===== config.mk =====
export PLATFORM = sky130hd
export DESIGN_NAME = sorted_multiset_table
export DESIGN_NICKNAME = d
export VERILOG_FILES = /design/src/rtl/core/smt_pkg.sv /design/src/rtl/core/smt_ram.sv /design/src/rtl/core/smt_ctrl.sv /design/src/rtl/core/smt_dpath.sv /design/src/rtl/core/sorted_multiset_table.sv
export SDC_FILE = /design/constraint.sdc
export NUM_CORES = 1
export LEC_CHECK = 0
export BUFFER_PORTS_ARGS = -buffer_cell sky130_fd_sc_hd__buf_2
export CORE_ASPECT_RATIO = 1.4
export CORE_MARGIN = 2
export CORE_UTILIZATION = 48
export CTS_BUF_LIST = sky130_fd_sc_hd__clkbuf_2 sky130_fd_sc_hd__clkbuf_4 sky130_fd_sc_hd__clkbuf_8
export CTS_CLUSTER_DIAMETER = 30
export DETAILED_ROUTE_END_ITERATION = 10
export GPL_TIMING_DRIVEN = 0
export PLACE_DENSITY_LB_ADDON = 0.08
export SKIP_LAST_GASP = 1
export SLEW_MARGIN = 25
export SYNTH_ARGS = -nofsm -noshare
export SYNTH_HDL_FRONTEND = slang
export SYNTH_SLANG_ARGS = --single-unit
export TNS_END_PERCENT = 30

===== constraint.sdc =====
create_clock -name clock -period 4.3 [get_ports clock]
set_input_delay 0.43 -clock clock [delete_from_list [all_inputs] [get_ports clock]]
set_output_delay 0.43 -clock clock [all_outputs]
set_load 0.02 [all_outputs]

===== src/rtl/core/smt_pkg.sv =====
`default_nettype none

package smt_pkg;

   localparam int SMT_DEPTH    = 32;
   localparam int SMT_KEY_BITS = 16;

   localparam int FUNC_W   = 2;
   localparam int STATUS_W = 2;
   localparam int CAP_W    = 6;
   localparam int CSR_W    = 32;
   localparam int CSR_AW   = 3;

   localparam logic [CAP_W-1:0] CAP_RESET = 6'd32;

   localparam logic CSR_IDX_CAPACITY = 1'b0;

   localparam logic [FUNC_W-1:0] FUNC_INSERT    = 2'd0;
   localparam logic [FUNC_W-1:0] FUNC_DELETE    = 2'd1;
   localparam logic [FUNC_W-1:0] FUNC_COUNT_EQ  = 2'd2;
   localparam logic [FUNC_W-1:0] FUNC_COUNT_LT  = 2'd3;

   localparam logic [STATUS_W-1:0] STATUS_OK    = 2'd0;
   localparam logic [STATUS_W-1:0] STATUS_FULL  = 2'd1;
   localparam logic [STATUS_W-1:0] STATUS_EMPTY = 2'd2;

   typedef enum logic [3:0] {
      ST_IDLE,
      ST_DISPATCH,
      ST_INS_RD,
      ST_INS_CMP,
      ST_INS_PUT,
      ST_DEL_UPD,
      ST_SCAN_RD,
      ST_SCAN_ACC,
      ST_FINISH
   } state_type;

   typedef enum logic [1:0] {
      RD_PTR_M1,
      RD_PTR,
      RD_HELD_M2
   } rd_sel_type;

   typedef struct packed {
      logic       load_req;
      logic       ptr_held;
      logic       ptr_zero;
      logic       ptr_dec;
      logic       ptr_inc;
      logic       rd_en;
      rd_sel_type rd_sel;
      logic       wr_shift;
      logic       wr_key;
      logic       held_inc;
      logic       held_dec;
      logic       max_from_rd;
      logic       match_acc;
      logic       set_full;
      logic       set_empty;
      logic       rsp_load;
   } cmd_type;

   typedef struct packed {
      logic [FUNC_W-1:0] func;
      logic              full;
      logic              held_zero;
      logic              held_one;
      logic              rd_gt_key;
      logic              ptr_one;
      logic              scan_last;
      logic              rsp_free;
   } stat_type;

endpackage

`default_nettype wire


===== src/rtl/core/smt_ram.sv =====
`default_nettype none

module smt_ram #(
   parameter int WIDTH = 16,
   parameter int DEPTH = 32,
   localparam int AW   = $clog2(DEPTH)
) (
   input  wire logic             clock,
   input  wire logic             wr_en,
   input  wire logic [AW-1:0]    waddr,
   input  wire logic [WIDTH-1:0] wdata,
   input  wire logic             rd_en,
   input  wire logic [AW-1:0]    raddr,
   output logic      [WIDTH-1:0] rdata
);

   logic [WIDTH-1:0] mem_ff [DEPTH];
   logic [WIDTH-1:0] rdata_ff;

   always_ff @(posedge clock) begin
      if (wr_en) begin
         mem_ff[waddr] <= wdata;
      end
      if (rd_en) begin
         rdata_ff <= mem_ff[raddr];
      end
   end

   assign rdata = rdata_ff;

endmodule

`default_nettype wire


===== src/rtl/core/smt_ctrl.sv =====
`default_nettype none

module smt_ctrl
   import smt_pkg::*;
(
   input  wire logic     clock,
   input  wire logic     reset,
   input  wire logic     req_tvalid,
   output logic          req_tready,
   input  wire stat_type stat,
   output cmd_type       cmd
);

   state_type state_ff;
   state_type state_in;

   always_ff @(posedge clock) begin
      if (reset) begin
         state_ff <= ST_IDLE;
      end else begin
         state_ff <= state_in;
      end
   end

   always_comb begin
      state_in = state_ff;
      case (state_ff)
         ST_IDLE: begin
            if (req_tvalid) state_in = ST_DISPATCH;
         end
         ST_DISPATCH: begin
            case (stat.func)
               FUNC_INSERT: begin
                  if (stat.full)           state_in = ST_FINISH;
                  else if (stat.held_zero) state_in = ST_INS_PUT;
                  else                     state_in = ST_INS_RD;
               end
               FUNC_DELETE: begin
                  if (stat.held_zero || stat.held_one) state_in = ST_FINISH;
                  else                                 state_in = ST_DEL_UPD;
               end
               default: begin
                  if (stat.held_zero) state_in = ST_FINISH;
                  else                state_in = ST_SCAN_RD;
               end
            endcase
         end
         ST_INS_RD:  state_in = ST_INS_CMP;
         ST_INS_CMP: begin
            if (stat.rd_gt_key && !stat.ptr_one) state_in = ST_INS_RD;
            else                                 state_in = ST_INS_PUT;
         end
         ST_INS_PUT:  state_in = ST_FINISH;
         ST_DEL_UPD:  state_in = ST_FINISH;
         ST_SCAN_RD:  state_in = ST_SCAN_ACC;
         ST_SCAN_ACC: begin
            if (stat.scan_last) state_in = ST_FINISH;
            else                state_in = ST_SCAN_RD;
         end
         ST_FINISH: begin
            if (stat.rsp_free) state_in = ST_IDLE;
         end
         default: state_in = ST_IDLE;
      endcase
   end

   always_comb begin
      cmd        = '0;
      cmd.rd_sel = RD_PTR;
      req_tready = 1'b0;
      case (state_ff)
         ST_IDLE: begin
            req_tready   = 1'b1;
            cmd.load_req = req_tvalid;
         end
         ST_DISPATCH: begin
            case (stat.func)
               FUNC_INSERT: begin
                  if (stat.full)           cmd.set_full = 1'b1;
                  else if (stat.held_zero) cmd.ptr_zero = 1'b1;
                  else                     cmd.ptr_held = 1'b1;
               end
               FUNC_DELETE: begin
                  if (stat.held_zero) begin
                     cmd.set_empty = 1'b1;
                  end else if (stat.held_one) begin
                     cmd.held_dec = 1'b1;
                  end else begin
                     // fetch the key that becomes the new largest
                     cmd.rd_en  = 1'b1;
                     cmd.rd_sel = RD_HELD_M2;
                  end
               end
               default: begin
                  cmd.ptr_zero = 1'b1;
               end
            endcase
         end
         ST_INS_RD: begin
            cmd.rd_en  = 1'b1;
            cmd.rd_sel = RD_PTR_M1;
         end
         ST_INS_CMP: begin
            // move the larger neighbour up one place
            if (stat.rd_gt_key) begin
               cmd.wr_shift = 1'b1;
               cmd.ptr_dec  = 1'b1;
            end
         end
         ST_INS_PUT: begin
            cmd.wr_key   = 1'b1;
            cmd.held_inc = 1'b1;
         end
         ST_DEL_UPD: begin
            cmd.max_from_rd = 1'b1;
            cmd.held_dec    = 1'b1;
         end
         ST_SCAN_RD: begin
            cmd.rd_en  = 1'b1;
            cmd.rd_sel = RD_PTR;
         end
         ST_SCAN_ACC: begin
            cmd.match_acc = 1'b1;
            cmd.ptr_inc   = 1'b1;
         end
         ST_FINISH: begin
            cmd.rsp_load = stat.rsp_free;
         end
         default: ;
      endcase
   end

endmodule

`default_nettype wire


===== src/rtl/core/smt_dpath.sv =====
`default_nettype none

module smt_dpath
   import smt_pkg::*;
#(
   parameter int  DEPTH    = SMT_DEPTH,
   parameter int  KEY_BITS = SMT_KEY_BITS,
   localparam int CNT_W    = $clog2(DEPTH + 1),
   localparam int AW       = $clog2(DEPTH)
) (
   input  wire logic                clock,
   input  wire logic                reset,
   input  wire cmd_type             cmd,
   output stat_type                 stat,
   input  wire logic [FUNC_W-1:0]   req_func,
   input  wire logic [KEY_BITS-1:0] req_key,
   input  wire logic [CAP_W-1:0]    capacity,
   output logic                     rsp_tvalid,
   input  wire logic                rsp_tready,
   output logic [STATUS_W-1:0]      rsp_status,
   output logic [CNT_W-1:0]         rsp_match,
   output logic [KEY_BITS-1:0]      rsp_smallest,
   output logic [KEY_BITS-1:0]      rsp_largest,
   output logic [CNT_W-1:0]         rsp_entries
);

   localparam int LIM_W = (CNT_W > CAP_W) ? CNT_W : CAP_W;

   logic [FUNC_W-1:0]   func_ff;
   logic [KEY_BITS-1:0] key_ff;
   logic [CNT_W-1:0]    ptr_ff, ptr_in;
   logic [CNT_W-1:0]    held_ff, held_in;
   logic [CNT_W-1:0]    match_ff, match_in;
   logic [STATUS_W-1:0] status_ff, status_in;
   logic [KEY_BITS-1:0] min_ff, min_in;
   logic [KEY_BITS-1:0] max_ff, max_in;
   logic                rsp_valid_ff, rsp_valid_in;
   logic [STATUS_W-1:0] rsp_status_ff;
   logic [CNT_W-1:0]    rsp_match_ff;
   logic [KEY_BITS-1:0] rsp_smallest_ff;
   logic [KEY_BITS-1:0] rsp_largest_ff;
   logic [CNT_W-1:0]    rsp_entries_ff;

   logic [KEY_BITS-1:0] rd_data;
   logic [CNT_W-1:0]    ptr_m1, held_m2, ptr_p1;
   logic [CNT_W-1:0]    rd_ptr;
   logic [LIM_W-1:0]    limit;
   logic                hit;

   assign ptr_m1  = ptr_ff - CNT_W'(1);
   assign ptr_p1  = ptr_ff + CNT_W'(1);
   assign held_m2 = held_ff - CNT_W'(2);

   always_comb begin
      case (cmd.rd_sel)
         RD_PTR_M1:  rd_ptr = ptr_m1;
         RD_HELD_M2: rd_ptr = held_m2;
         default:    rd_ptr = ptr_ff;
      endcase
   end

   smt_ram #(
      .WIDTH (KEY_BITS),
      .DEPTH (DEPTH)
   ) u_keys (
      .clock (clock),
      .wr_en (cmd.wr_shift | cmd.wr_key),
      .waddr (ptr_ff[AW-1:0]),
      .wdata (cmd.wr_shift ? rd_data : key_ff),
      .rd_en (cmd.rd_en),
      .raddr (rd_ptr[AW-1:0]),
      .rdata (rd_data)
   );

   // clamp the configured capacity to the storage depth
   always_comb begin
      if (LIM_W'(capacity) < LIM_W'(DEPTH)) limit = LIM_W'(capacity);
      else                                   limit = LIM_W'(DEPTH);
   end

   assign hit = (func_ff == FUNC_COUNT_EQ) ? (rd_data == key_ff) : (rd_data < key_ff);

   always_comb begin
      ptr_in = ptr_ff;
      if (cmd.ptr_held)      ptr_in = held_ff;
      else if (cmd.ptr_zero) ptr_in = '0;
      else if (cmd.ptr_dec)  ptr_in = ptr_m1;
      else if (cmd.ptr_inc)  ptr_in = ptr_p1;

      held_in = held_ff;
      if (cmd.held_inc)      held_in = held_ff + CNT_W'(1);
      else if (cmd.held_dec) held_in = held_ff - CNT_W'(1);

      match_in = match_ff;
      if (cmd.load_req)                     match_in = '0;
      else if (cmd.match_acc && hit)        match_in = match_ff + CNT_W'(1);

      status_in = status_ff;
      if (cmd.load_req)       status_in = STATUS_OK;
      else if (cmd.set_full)  status_in = STATUS_FULL;
      else if (cmd.set_empty) status_in = STATUS_EMPTY;

      min_in = min_ff;
      max_in = max_ff;
      if (cmd.held_inc) begin
         if (held_ff == '0) begin
            min_in = key_ff;
            max_in = key_ff;
         end else begin
            if (key_ff < min_ff)   min_in = key_ff;
            if (key_ff >= max_ff)  max_in = key_ff;
         end
      end else if (cmd.max_from_rd) begin
         max_in = rd_data;
      end

      rsp_valid_in = rsp_valid_ff;
      if (cmd.rsp_load)      rsp_valid_in = 1'b1;
      else if (rsp_tready)   rsp_valid_in = 1'b0;
   end

   always_ff @(posedge clock) begin
      if (reset) begin
         held_ff      <= '0;
         rsp_valid_ff <= 1'b0;
      end else begin
         held_ff      <= held_in;
         rsp_valid_ff <= rsp_valid_in;
      end
   end

   always_ff @(posedge clock) begin
      if (cmd.load_req) begin
         func_ff <= req_func;
         key_ff  <= req_key;
      end
      ptr_ff    <= ptr_in;
      match_ff  <= match_in;
      status_ff <= status_in;
      min_ff    <= min_in;
      max_ff    <= max_in;
      if (cmd.rsp_load) begin
         rsp_status_ff   <= status_ff;
         rsp_match_ff    <= match_ff;
         rsp_entries_ff  <= held_ff;
         rsp_smallest_ff <= (held_ff == '0) ? '0 : min_ff;
         rsp_largest_ff  <= (held_ff == '0) ? '0 : max_ff;
      end
   end

   assign stat.func      = func_ff;
   assign stat.full      = LIM_W'(held_ff) >= limit;
   assign stat.held_zero = held_ff == '0;
   assign stat.held_one  = held_ff == CNT_W'(1);
   assign stat.rd_gt_key = rd_data > key_ff;
   assign stat.ptr_one   = ptr_ff == CNT_W'(1);
   assign stat.scan_last = ptr_p1 == held_ff;
   assign stat.rsp_free  = !rsp_valid_ff || rsp_tready;

   assign rsp_tvalid   = rsp_valid_ff;
   assign rsp_status   = rsp_status_ff;
   assign rsp_match    = rsp_match_ff;
   assign rsp_smallest = rsp_smallest_ff;
   assign rsp_largest  = rsp_largest_ff;
   assign rsp_entries  = rsp_entries_ff;

endmodule

`default_nettype wire


===== src/rtl/core/sorted_multiset_table.sv =====
`default_nettype none

// Channel   Direction  Handshake                 Contents
// req_      in         req_tvalid / req_tready   func, key
// rsp_      out        rsp_tvalid / rsp_tready   status, match_count, smallest, largest,
//                                                entry_count
// csr_      in         APB write/read            capacity at byte address 0
//
// One request at a time. Insert moves each stored key larger than the new one up
// one place, reading it and then writing it back; delete reads at most the key that
// becomes the new largest; both counts read every key held; a refused request
// touches no key. The key RAM has a single read port, whose read data is registered.
// The final state holds while an earlier response still waits on rsp_tready, and a
// new request is taken while the previous response waits. Reset is synchronous and
// empties the table; capacity returns to 32.

module sorted_multiset_table
   import smt_pkg::*;
#(
   parameter int  DEPTH    = SMT_DEPTH,
   parameter int  KEY_BITS = SMT_KEY_BITS,
   localparam int CNT_W    = $clog2(DEPTH + 1),
   localparam int REQ_W    = ((FUNC_W + KEY_BITS + 7) / 8) * 8,
   localparam int RSP_USED = STATUS_W + CNT_W + 2 * KEY_BITS + CNT_W,
   localparam int RSP_W    = ((RSP_USED + 7) / 8) * 8
) (
   input  wire logic              clock,
   input  wire logic              reset,
   input  wire logic              req_tvalid,
   output logic                   req_tready,
   input  wire logic [REQ_W-1:0]  req_tdata,   // func, key
   output logic                   rsp_tvalid,
   input  wire logic              rsp_tready,
   output logic [RSP_W-1:0]       rsp_tdata,   // status, match_count, smallest, largest,
                                               // entry_count
   input  wire logic              csr_psel,
   input  wire logic              csr_penable,
   input  wire logic              csr_pwrite,
   input  wire logic [CSR_AW-1:0] csr_paddr,
   input  wire logic [CSR_W-1:0]  csr_pwdata,
   output logic [CSR_W-1:0]       csr_prdata,
   output logic                   csr_pready
);

   logic [CAP_W-1:0]    capacity_ff;
   logic [CAP_W-1:0]    capacity_in;
   cmd_type             cmd;
   stat_type            stat;
   logic [STATUS_W-1:0] rsp_status;
   logic [CNT_W-1:0]    rsp_match;
   logic [KEY_BITS-1:0] rsp_smallest;
   logic [KEY_BITS-1:0] rsp_largest;
   logic [CNT_W-1:0]    rsp_entries;
   logic                csr_sel_cap;

   assign csr_pready  = 1'b1;
   assign csr_sel_cap = csr_paddr[2] == CSR_IDX_CAPACITY;

   always_comb begin
      capacity_in = capacity_ff;
      if (csr_psel && csr_penable && csr_pwrite && csr_pready && csr_sel_cap) begin
         capacity_in = csr_pwdata[CAP_W-1:0];
      end
   end

   always_ff @(posedge clock) begin
      if (reset) begin
         capacity_ff <= CAP_RESET;
      end else begin
         capacity_ff <= capacity_in;
      end
   end

   assign csr_prdata = csr_sel_cap ? CSR_W'(capacity_ff) : '0;

   smt_ctrl u_ctrl (
      .clock      (clock),
      .reset      (reset),
      .req_tvalid (req_tvalid),
      .req_tready (req_tready),
      .stat       (stat),
      .cmd        (cmd)
   );

   smt_dpath #(
      .DEPTH    (DEPTH),
      .KEY_BITS (KEY_BITS)
   ) u_dpath (
      .clock        (clock),
      .reset        (reset),
      .cmd          (cmd),
      .stat         (stat),
      .req_func     (req_tdata[FUNC_W-1:0]),
      .req_key      (req_tdata[FUNC_W +: KEY_BITS]),
      .capacity     (capacity_ff),
      .rsp_tvalid   (rsp_tvalid),
      .rsp_tready   (rsp_tready),
      .rsp_status   (rsp_status),
      .rsp_match    (rsp_match),
      .rsp_smallest (rsp_smallest),
      .rsp_largest  (rsp_largest),
      .rsp_entries  (rsp_entries)
   );

   assign rsp_tdata = RSP_W'({rsp_entries, rsp_largest, rsp_smallest, rsp_match, rsp_status});

   a_empty_status: assert property (@(posedge clock) disable iff (reset)
      rsp_tvalid && rsp_status == STATUS_EMPTY |-> rsp_entries == '0)
      else $error("empty status with keys still held");

   a_empty_bounds: assert property (@(posedge clock) disable iff (reset)
      rsp_tvalid && rsp_entries == '0 |-> rsp_smallest == '0 && rsp_largest == '0)
      else $error("empty table reports non-zero bounds");

   a_order: assert property (@(posedge clock) disable iff (reset)
      rsp_tvalid && rsp_entries != '0 |-> rsp_smallest <= rsp_largest)
      else $error("smallest key above largest key");

   a_depth: assert property (@(posedge clock) disable iff (reset)
      rsp_tvalid |-> rsp_entries <= CNT_W'(DEPTH) && rsp_match <= rsp_entries)
      else $error("count beyond table contents");

endmodule

`default_nettype wire


==> results.ini, run 1 <==
[timing]
setup_violations = 0
fin_crit_sh_pct = 97.9
slew-limit-headroom_pct = 37.7
fin_ws_ns = 0.0908
rsz0062_at_grt = false
finalCriticalPeriod_ns = 4.21
max_freq_mhz = 238
hold_viol = 0
clock_skew_ns = 0.0249
tightest_slew_ns = 0.935
drv_slew = 0

[pwr]
powerDensity_mw_per_mm2 = 607
total_leakage_power_uw = 0.0120
irDropWorstVdd_uv = 260

[detailed_routing]
num_vias = 17900
drc_errors = 0
first_iter_violations = 1338
drtPass1Iterations = 7
viasPerCell = 5.60
final_antenna_net_count = 0
wl_per_cell_um = 23.3
drt-total-wl_um = 74300

[final_layout]
layout_common_cells = edfxtp_1, nand2_1, a21oi_1
final_common_cell = edfxtp_1
num-nets-final = 2485
final_area_mm2 = 0.0330
n_fill_cell = 4619
drive_above_1_share_pct = 20.7
area_growth_pct = 19.3

[cts]
cts_made_buffers = 113
cts_root_buf = clkbuf_8
cts_max_path_buffers = 3
htreeDepth = 3
cts_tree = built
clock-sinks = 655
clk_pin_slew_ns = 0.06
clk_latency_ns = 0.72

[place]
portBuffers = 84
dpl_worst_slack_ns = -0.369
hpwl_um = 53400
gp_congestion = 0.888
placed_cell_area_mm2 = 0.0302

[critical_path]
worstSetupEndpointType = flop
critPathLaunch = u_dpath.held_ff[0]
r2r_end = u_dpath.u_keys.rdata[7]
start_kind = flop
cp.required_ns = 4.68
r2r_cells = 13
worstReg2RegStart = u_dpath.held_ff[0]
crit_fanout = 10
crit_type = reg2reg
rrSetupSlack_ns = 0.09
endpoint = u_dpath.u_keys.rdata[7]
cp.arrival_ns = 4.58

[die]
start_util_pct = 48.3
io_pins = 149
fp.dieH_um = 288
die_area_mm2 = 0.0596
coreArea_mm2 = 0.0573
fp.dieW_um = 207
rows = 104

[grt]
grt_start_max_net_pins = 31
grt_pass1_vias = 18000
grt_pass1_wl_um = 110000
antenna_found_initial = 1
track_usage_pct = 25.2
gr-total-overflow = 0

[synth]
synth-seq-cells = 655
synth_top_area_share_pct = 68.4
synth_edf_count = 630
seq_area_frac_synth_pct = 70.2
syn_inst = 2057
synthFlopType = edfxtp_1
synth_warnings = 0
async_flop_share_pct = 0
synth_area_per_cell_um2 = 13.4
synth_area_leaders = edfxtp_1, nand2_1, ha_1
syn_area_mm2 = 0.0277
synth_top_area_cell = edfxtp_1
synth_cell_types = 61

[run]
cap_violations = 0

[run_status]
status = complete, no violations

[min_path]
holdCritPathClass = in2reg
min_from = req_tvalid

-- repair_timing --
| item | CTS | global route |
|---|---|---|
| endpoints found under the setup margin | 444 | 297 |
| setup buffers | 0 | 0 |
| endpoints found under the hold margin | 24 | 0 |
| hold buffers | 24 | 0 |
| gates resized for setup | 8 | 21 |
-- stage by stage --
stage	hold WS (ns)	power, uW	instances	TNS [ns]	util (%)
2_1_floorplan	0.402	11500	2084	0	-
3_3_place_gp	0.411	13700	2910	-1691.60	50.8
3_5_place_dp	0.425	14000	2956	-56.18	52.7
4_1_cts	0.00625	20100	3187	-2.09	57.4
5_1_grt	0.0766	20900	3188	0	57.6
6_report	0.0620	20000	3188	0	57.6
-- flip-flops by register name (all words and copies together) (netlist names), 16 cells and up --
name                   flops
u_dpath.u_keys.mem_ff    512
u_dpath.key_ff            16
u_dpath.max_ff            16
u_dpath.min_ff            16
u_dpath.rsp_largest       16
u_dpath.rsp_smallest      16
u_dpath.u_keys.rdata      16
-- synthesized netlist by cell type, types with 9 or more instances --
cell type,n
a21o_1,23
a21oi_1,147
a22oi_1,99
a32oi_1,33
and3_1,11
buf_2,56
buf_4,37
clkbuf_1,37
dfxtp_1,25
edfxtp_1,630
ha_1,66
inv_1,62
mux2_2,15
mux2i_1,70
nand2_1,340
nand3_1,80
nand4_1,22
nor2_1,108
nor2b_1,11
nor3_1,13
o2111ai_1,17
o21ai_0,36
or3_1,9
xnor2_1,10
xor2_1,12
-- kinds of logic (layout without fill, tap and decap cells) --
logic type                 after synthesis  count (layout)  share of synthesized area (%)
xor gates and xnor gates                22              22                          0.697
DFF                                    655             655                           70.2
other                                    2              30                         0.0272
AOI/OAI and AO/OA                      399             399                           9.52
muxes                                   85              85                           3.14
adders and majority gates               66              66                           2.99
buffers and inverters                  203             564                           3.53
and+or+nand+nor                        625             625                           9.87
-- metal layers --
layer / global-route usage, % / vias to the layer above / part of all wire, % / routed length, um
met5: 0 / - / 0 / 0
met4: 13.3 / 0 / 4.8 / 3560
met3: 3.16 / 157 / 5.4 / 4040
met2: 45.2 / 632 / 52 / 38800
met1: 29.1 / 8802 / 37 / 27800
li1: - / 8274 / - / -
-- worst max-delay path: stages, from the launching register on --
cell and delay (ns):
dfxtp_1 0.40, clkbuf_2 0.28, inv_1 0.13, ha_1 0.28, o21ai_2 0.22, nand2_1 0.29, o221a_1 0.34, buf_2 0.23
buf_2 0.28, buf_2 0.25, a21oi_1 0.13, a22oi_1 0.08, a22oi_1 0.63, o2111ai_1 0.32
-- power by group --
| group | leakage (uW) | switching (uW) | total, uW | internal, uW |
|---|---|---|---|---|
| registers | 0.00589 | 150 | 7850 | 7700 |
| clock network | 0.00124 | 2590 | 6030 | 3440 |
| logic | 0.00490 | 4280 | 6140 | 1870 |
-- final cells by class --
cell class | instances | area [um2] | area share (%)
Multi-Input combinational cell | 1226 | 7770 | 23.6
Tap cell | 742 | 928 | 2.81
Clock inverter | 68 | 647 | 1.96
Antenna cell | 1 | 2.50 | 0.00759
Clock buffer | 139 | 1800 | 5.46
Timing Repair Buffer | 154 | 1430 | 4.34
Buffer | 141 | 748 | 2.27
Inverter | 62 | 233 | 0.706
Sequential cell | 655 | 19400 | 58.9
-- worst min path at each step --
stage / slack (ns) / cells after the start / end
floorplan: 0.40 / 0 / u_dpath.rsp_status[0]
global placement: 0.41 / 0 / u_dpath.rsp_status[0]
detailed placement: 0.43 / 0 / u_dpath.rsp_status[1]
CTS: 0.006 / 3 / u_ctrl.state_ff[0]
global route: 0.08 / 3 / u_ctrl.state_ff[0]
finish: 0.06 / 3 / u_ctrl.state_ff[0]
Note: power is estimated with default switching activity, not from simulation.
==> run 2: changes to the inputs <==
--- a/config.mk
+++ b/config.mk
@@ -5,7 +5,8 @@
 export SDC_FILE = /design/constraint.sdc
 export NUM_CORES = 1
 export LEC_CHECK = 0
-export BUFFER_PORTS_ARGS = -buffer_cell sky130_fd_sc_hd__buf_2
+export BUFFER_PORTS_ARGS = -buffer_cell sky130_fd_sc_hd__buf_4
+export CAP_MARGIN = 20
 export CORE_ASPECT_RATIO = 1.4
 export CORE_MARGIN = 2
 export CORE_UTILIZATION = 48
@@ -19,4 +20,4 @@
 export SYNTH_ARGS = -nofsm -noshare
 export SYNTH_HDL_FRONTEND = slang
 export SYNTH_SLANG_ARGS = --single-unit
-export TNS_END_PERCENT = 30
+export TNS_END_PERCENT = 100
==> run 2 against run 1 <==
Count of clock-buffer cells in the layout rose by 13. Core utilization rose by 0.55 points. Register-to-register slack improved by 0.09 ns. Global-route usage rose by 0.19 points. Wire length rose by 0.76%.
==> results.ini, run 2 (synthesis results as in run 1) <==
[timing]
finalCriticalPeriod_ns = 4.12
fin_crit_sh_pct = 95.8
hold_viol = 0
tightest_slew_ns = 0.962
max_freq_mhz = 243
drv_slew = 0
setup_violations = 0
rsz0062_at_grt = false
slew-limit-headroom_pct = 35.8
clock_skew_ns = 0.0331

[detailed_routing]
num_vias = 17800
drt-total-wl_um = 74800
final_antenna_net_count = 0
wl_per_cell_um = 23.4
viasPerCell = 5.59
drc_errors = 0
first_iter_violations = 1273
drtPass1Iterations = 6

[die]
io_pins = 149
fp.dieW_um = 207
fp.dieH_um = 288
coreArea_mm2 = 0.0573
start_util_pct = 48.3
die_area_mm2 = 0.0596
rows = 104

[cts]
clk_latency_ns = 0.72
clock-sinks = 655
htreeDepth = 3
clk_pin_slew_ns = 0.06
cts_tree = built
cts_made_buffers = 117
cts_max_path_buffers = 3
cts_root_buf = clkbuf_8

[place]
portBuffers = 84
gp_congestion = 0.890
placed_cell_area_mm2 = 0.0304
hpwl_um = 53800

[critical_path]
crit_fanout = 10
crit_type = reg2reg
start_kind = flop
worstReg2RegStart = u_dpath.held_ff[0]
cp.arrival_ns = 4.49
cp.required_ns = 4.68
worstSetupEndpointType = flop
critPathLaunch = u_dpath.held_ff[0]

[grt]
gr-total-overflow = 0
grt_start_max_net_pins = 31
antenna_found_initial = 1
grt_pass1_vias = 18100
grt_pass1_wl_um = 111000
track_usage_pct = 25.4

[final_layout]
fin_util_pct = 58.2
area_growth_pct = 20.4
drive_above_1_share_pct = 21.3
num-nets-final = 2488
final_area_mm2 = 0.0333
layout_common_cells = edfxtp_1, nand2_1, a21oi_1
final_common_cell = edfxtp_1
top_register = u_dpath.u_keys.mem_ff
largest_register_ffs = 512

[pwr]
powerDensity_mw_per_mm2 = 608
total_leakage_power_uw = 0.0121
irDropWorstVdd_uv = 251
total_power_uw = 20200

[run]
cap_violations = 0

[min_path]
holdCritPathClass = in2reg
min_from = rsp_tready

[run_status]
status = complete, no violations

-- run 2: critical path: stages, from the launching register on --
cell	delay, ns
dfxtp_1	0.40
clkbuf_2	0.27
inv_1	0.13
ha_1	0.28
o21ai_2	0.22
nand2_1	0.28
o221a_1	0.34
buf_2	0.22
buf_2	0.29
buf_2	0.26
a21oi_1	0.14
a22oi_1	0.08
a22oi_1	0.53
o2111ai_1	0.33
-- run 2: worst paths after layout --
kind / to / slack (ns) / cells past startpoint
worst max-delay path: u_dpath.u_keys.rdata[6] / 0.18 / 13
worst min-delay path: u_dpath.rsp_tvalid / 0.06 / 3
worst max register to register: u_dpath.u_keys.rdata[6] / 0.18 / 13
worst min register to register: u_dpath.rsp_status[1] / 0.44 / 0
-- run 2: stage by stage --
step,setup WS [ns],std cells,setup TNS [ns],hold slack (ns)
CTS,-0.124,3193,-13.61,0.00222
detailed placement,-0.367,2955,-72.32,0.426
floorplan,0.580,2084,0,0.402
global placement,-3.01,2910,-1667.67,0.411
finish,0.182,3195,0,0.0583
global route,0.0148,3195,0,0.0655
-- run 2: report_power, final --
part,switching [uW],internal [uW],total [uW]
clock,2610,3570,6180
combinational,4270,1930,6200
sequential,156,7700,7860
-- run 2: area by class of cell --
type,count,area (um2)
fillers,4622,24000
inverters,62,233
multi-input cells,1226,7770
diodes,1,2.50
plain buffers,141,748
clock inverters,63,643
clock buffers,152,1900
well taps,742,928
repair buffers,153,1650
flip-flops and latches,655,19400
-- run 2: repair_timing --
item	CTS	global route
gates resized for setup	9	20
setup endpoints to repair	443	470
buffers inserted	0	1
hold buffers	23	0
hold endpoints to repair	23	0
pin swaps	0	1
-- run 2: metal layers --
metal  vias to the layer above  GRT usage, %  wire (um)
li1                       8269             -          -
met1                      8857          29.6      28500
met2                       591          45.0      38900
met3                       128          3.62       3860
met4                         0          13.2       3610
met5                         -             0          0
==> run 3: changes to the inputs <==
--- a/config.mk
+++ b/config.mk
@@ -10,7 +10,7 @@
 export CORE_ASPECT_RATIO = 1.4
 export CORE_MARGIN = 2
 export CORE_UTILIZATION = 48
-export CTS_BUF_LIST = sky130_fd_sc_hd__clkbuf_2 sky130_fd_sc_hd__clkbuf_4 sky130_fd_sc_hd__clkbuf_8
+export CTS_BUF_LIST = sky130_fd_sc_hd__clkbuf_8
 export CTS_CLUSTER_DIAMETER = 30
 export DETAILED_ROUTE_END_ITERATION = 10
 export GPL_TIMING_DRIVEN = 0
==> run 3 against run 2 <==
Critical endpoint is now u_dpath.u_keys.mem_ff[8][1]. Largest power group unchanged. Via count is 0.16% higher. Register-to-register slack lost 0.03 ns. Core utilization down 0.23 points.
==> results.ini, run 3 (synthesis results as in run 1) <==
[run_status]
status = complete, no violations

[timing]
hold_viol = 0
finalCriticalPeriod_ns = 4.15
max_freq_mhz = 241
drv_slew = 0
rsz0062_at_grt = true
fin_crit_sh_pct = 96.4
tightest_slew_ns = 0.960
slew-limit-headroom_pct = 36.0
whs_ns = 0.0571
setup_violations = 0
clock_skew_ns = 0.0351

[die]
io_pins = 149
fp.dieW_um = 207
coreArea_mm2 = 0.0573
rows = 104
start_util_pct = 48.3
fp.dieH_um = 288
die_area_mm2 = 0.0596

[critical_path]
cp_cell_sequence = inv_1 -> ha_1 -> a21o_1 -> a21o_1 -> a211oi_1 -> o21ai_0 -> nor3_1 -> nor2_2 -> clkbuf_2 -> o21ai_4 -> nor2_2 -> buf_8
cp.arrival_ns = 4.60
max_stage_delay_ns = 0.59
crit_type = reg2reg
cp_slowest_cell = o21ai_4
cp.required_ns = 4.75
r2r_cells = 12
start_kind = flop
crit_fanout = 10
worstSetupEndpointType = flop

[detailed_routing]
num_vias = 17900
wl_per_cell_um = 23.5
final_antenna_net_count = 0
first_iter_violations = 1290
drt-total-wl_um = 75000
viasPerCell = 5.60
drc_errors = 0
drtPass1Iterations = 7

[grt]
gr-total-overflow = 0
grt_pass1_vias = 18200
grt_start_max_net_pins = 31
track_usage_pct = 25.4
antenna_found_initial = 1
grt_pass1_wl_um = 111000

[final_layout]
n_fill_cell = 4643
layout_common_cells = edfxtp_1, nand2_1, a21oi_1
top_register = u_dpath.u_keys.mem_ff
drive_above_1_share_pct = 20.1
final_common_cell = edfxtp_1
area_growth_pct = 20.0
num-nets-final = 2487
largest_register_ffs = 512

[pwr]
total_power_uw = 20000
irDropWorstVdd_uv = 251
total_leakage_power_uw = 0.0122
powerDensity_mw_per_mm2 = 602

[cts]
clk_pin_slew_ns = 0.06
htreeDepth = 3
clock-sinks = 655
clk_latency_ns = 0.72
cts_max_path_buffers = 3
cts_tree = built
cts_root_buf = clkbuf_8
cts_made_buffers = 117

[place]
portBuffers = 84
gp_congestion = 0.890
hpwl_um = 53800

[run]
cap_violations = 0

[min_path]
hold_depth = 3
holdCritPathClass = in2reg

-- run 3: path summary, 6_finish.rpt --
path,slack (ns),endpoint,start
setup / recovery,0.15,u_dpath.u_keys.mem_ff[8][1],u_dpath.key_ff[9]
setup reg to reg,0.15,u_dpath.u_keys.mem_ff[8][1],u_dpath.key_ff[9]
hold / removal,0.06,u_dpath.rsp_tvalid,rsp_tready
hold reg to reg,0.44,u_dpath.rsp_status[1],u_dpath.status_ff[1]
-- run 3: power by group --
part / switching (uW) / leakage (uW) / internal [uW]
clock network: 2610 / 0.00130 / 3300
registers: 156 / 0.00589 / 7700
logic: 4270 / 0.00496 / 1930
-- run 3: cell type report --
class | instances | area (um2) | area share [%]
multi-input combinational | 1226 | 7780 | 23.4
timing repair buffer | 152 | 1630 | 4.93
inverter | 62 | 233 | 0.702
tap | 742 | 928 | 2.80
antenna | 1 | 2.50 | 0.00754
sequential | 655 | 19400 | 58.5
buffer | 141 | 748 | 2.26
clock buffer | 121 | 1670 | 5.02
clock inverter | 94 | 759 | 2.29
-- run 3: critical path, delay by kind of cell (launching register included) --
| family | cells | cell delay [ns] |
|---|---|---|
| AND/OR/NAND/NOR | 3 | 0.84 |
| flip-flops | 1 | 0.48 |
| AO/OA/AOI/OAI | 5 | 1.56 |
| buffers and inverters | 3 | 0.72 |
| adder cells (fa/ha/maj) | 1 | 0.27 |
-- run 3: through the flow --
step / utilization (%) / setup TNS [ns] / area, um2 / worst slack [ns] / cells
finish: 57.9 / 0 / 33200 / 0.154 / 3194
global route: 57.9 / 0 / 33200 / 0.0107 / 3194
CTS: 57.7 / -13.42 / 33100 / -0.122 / 3193
detailed placement: 53.0 / -72.32 / 30400 / -0.367 / 2955
global placement: 51.2 / -1667.67 / 29300 / -3.01 / 2910
floorplan: - / 0 / 27800 / 0.580 / 2084
-- run 3: repair_timing --
action / 4_1_cts / 5_1_grt
pin swaps: 0 / 1
setup buffers: 0 / 0
setup endpoints to repair: 443 / 477
hold buffers: 23 / 0
resized for setup: 9 / 21
endpoints found under the hold margin: 23 / 0
-- run 3: routing by layer --
layer	up-vias	GRT usage (%)	share of wire [%]
li1	8268	-	-
met1	8877	29.6	38
met2	595	44.9	52
met3	133	3.68	5.3
met4	0	13.5	4.9
met5	-	0	0
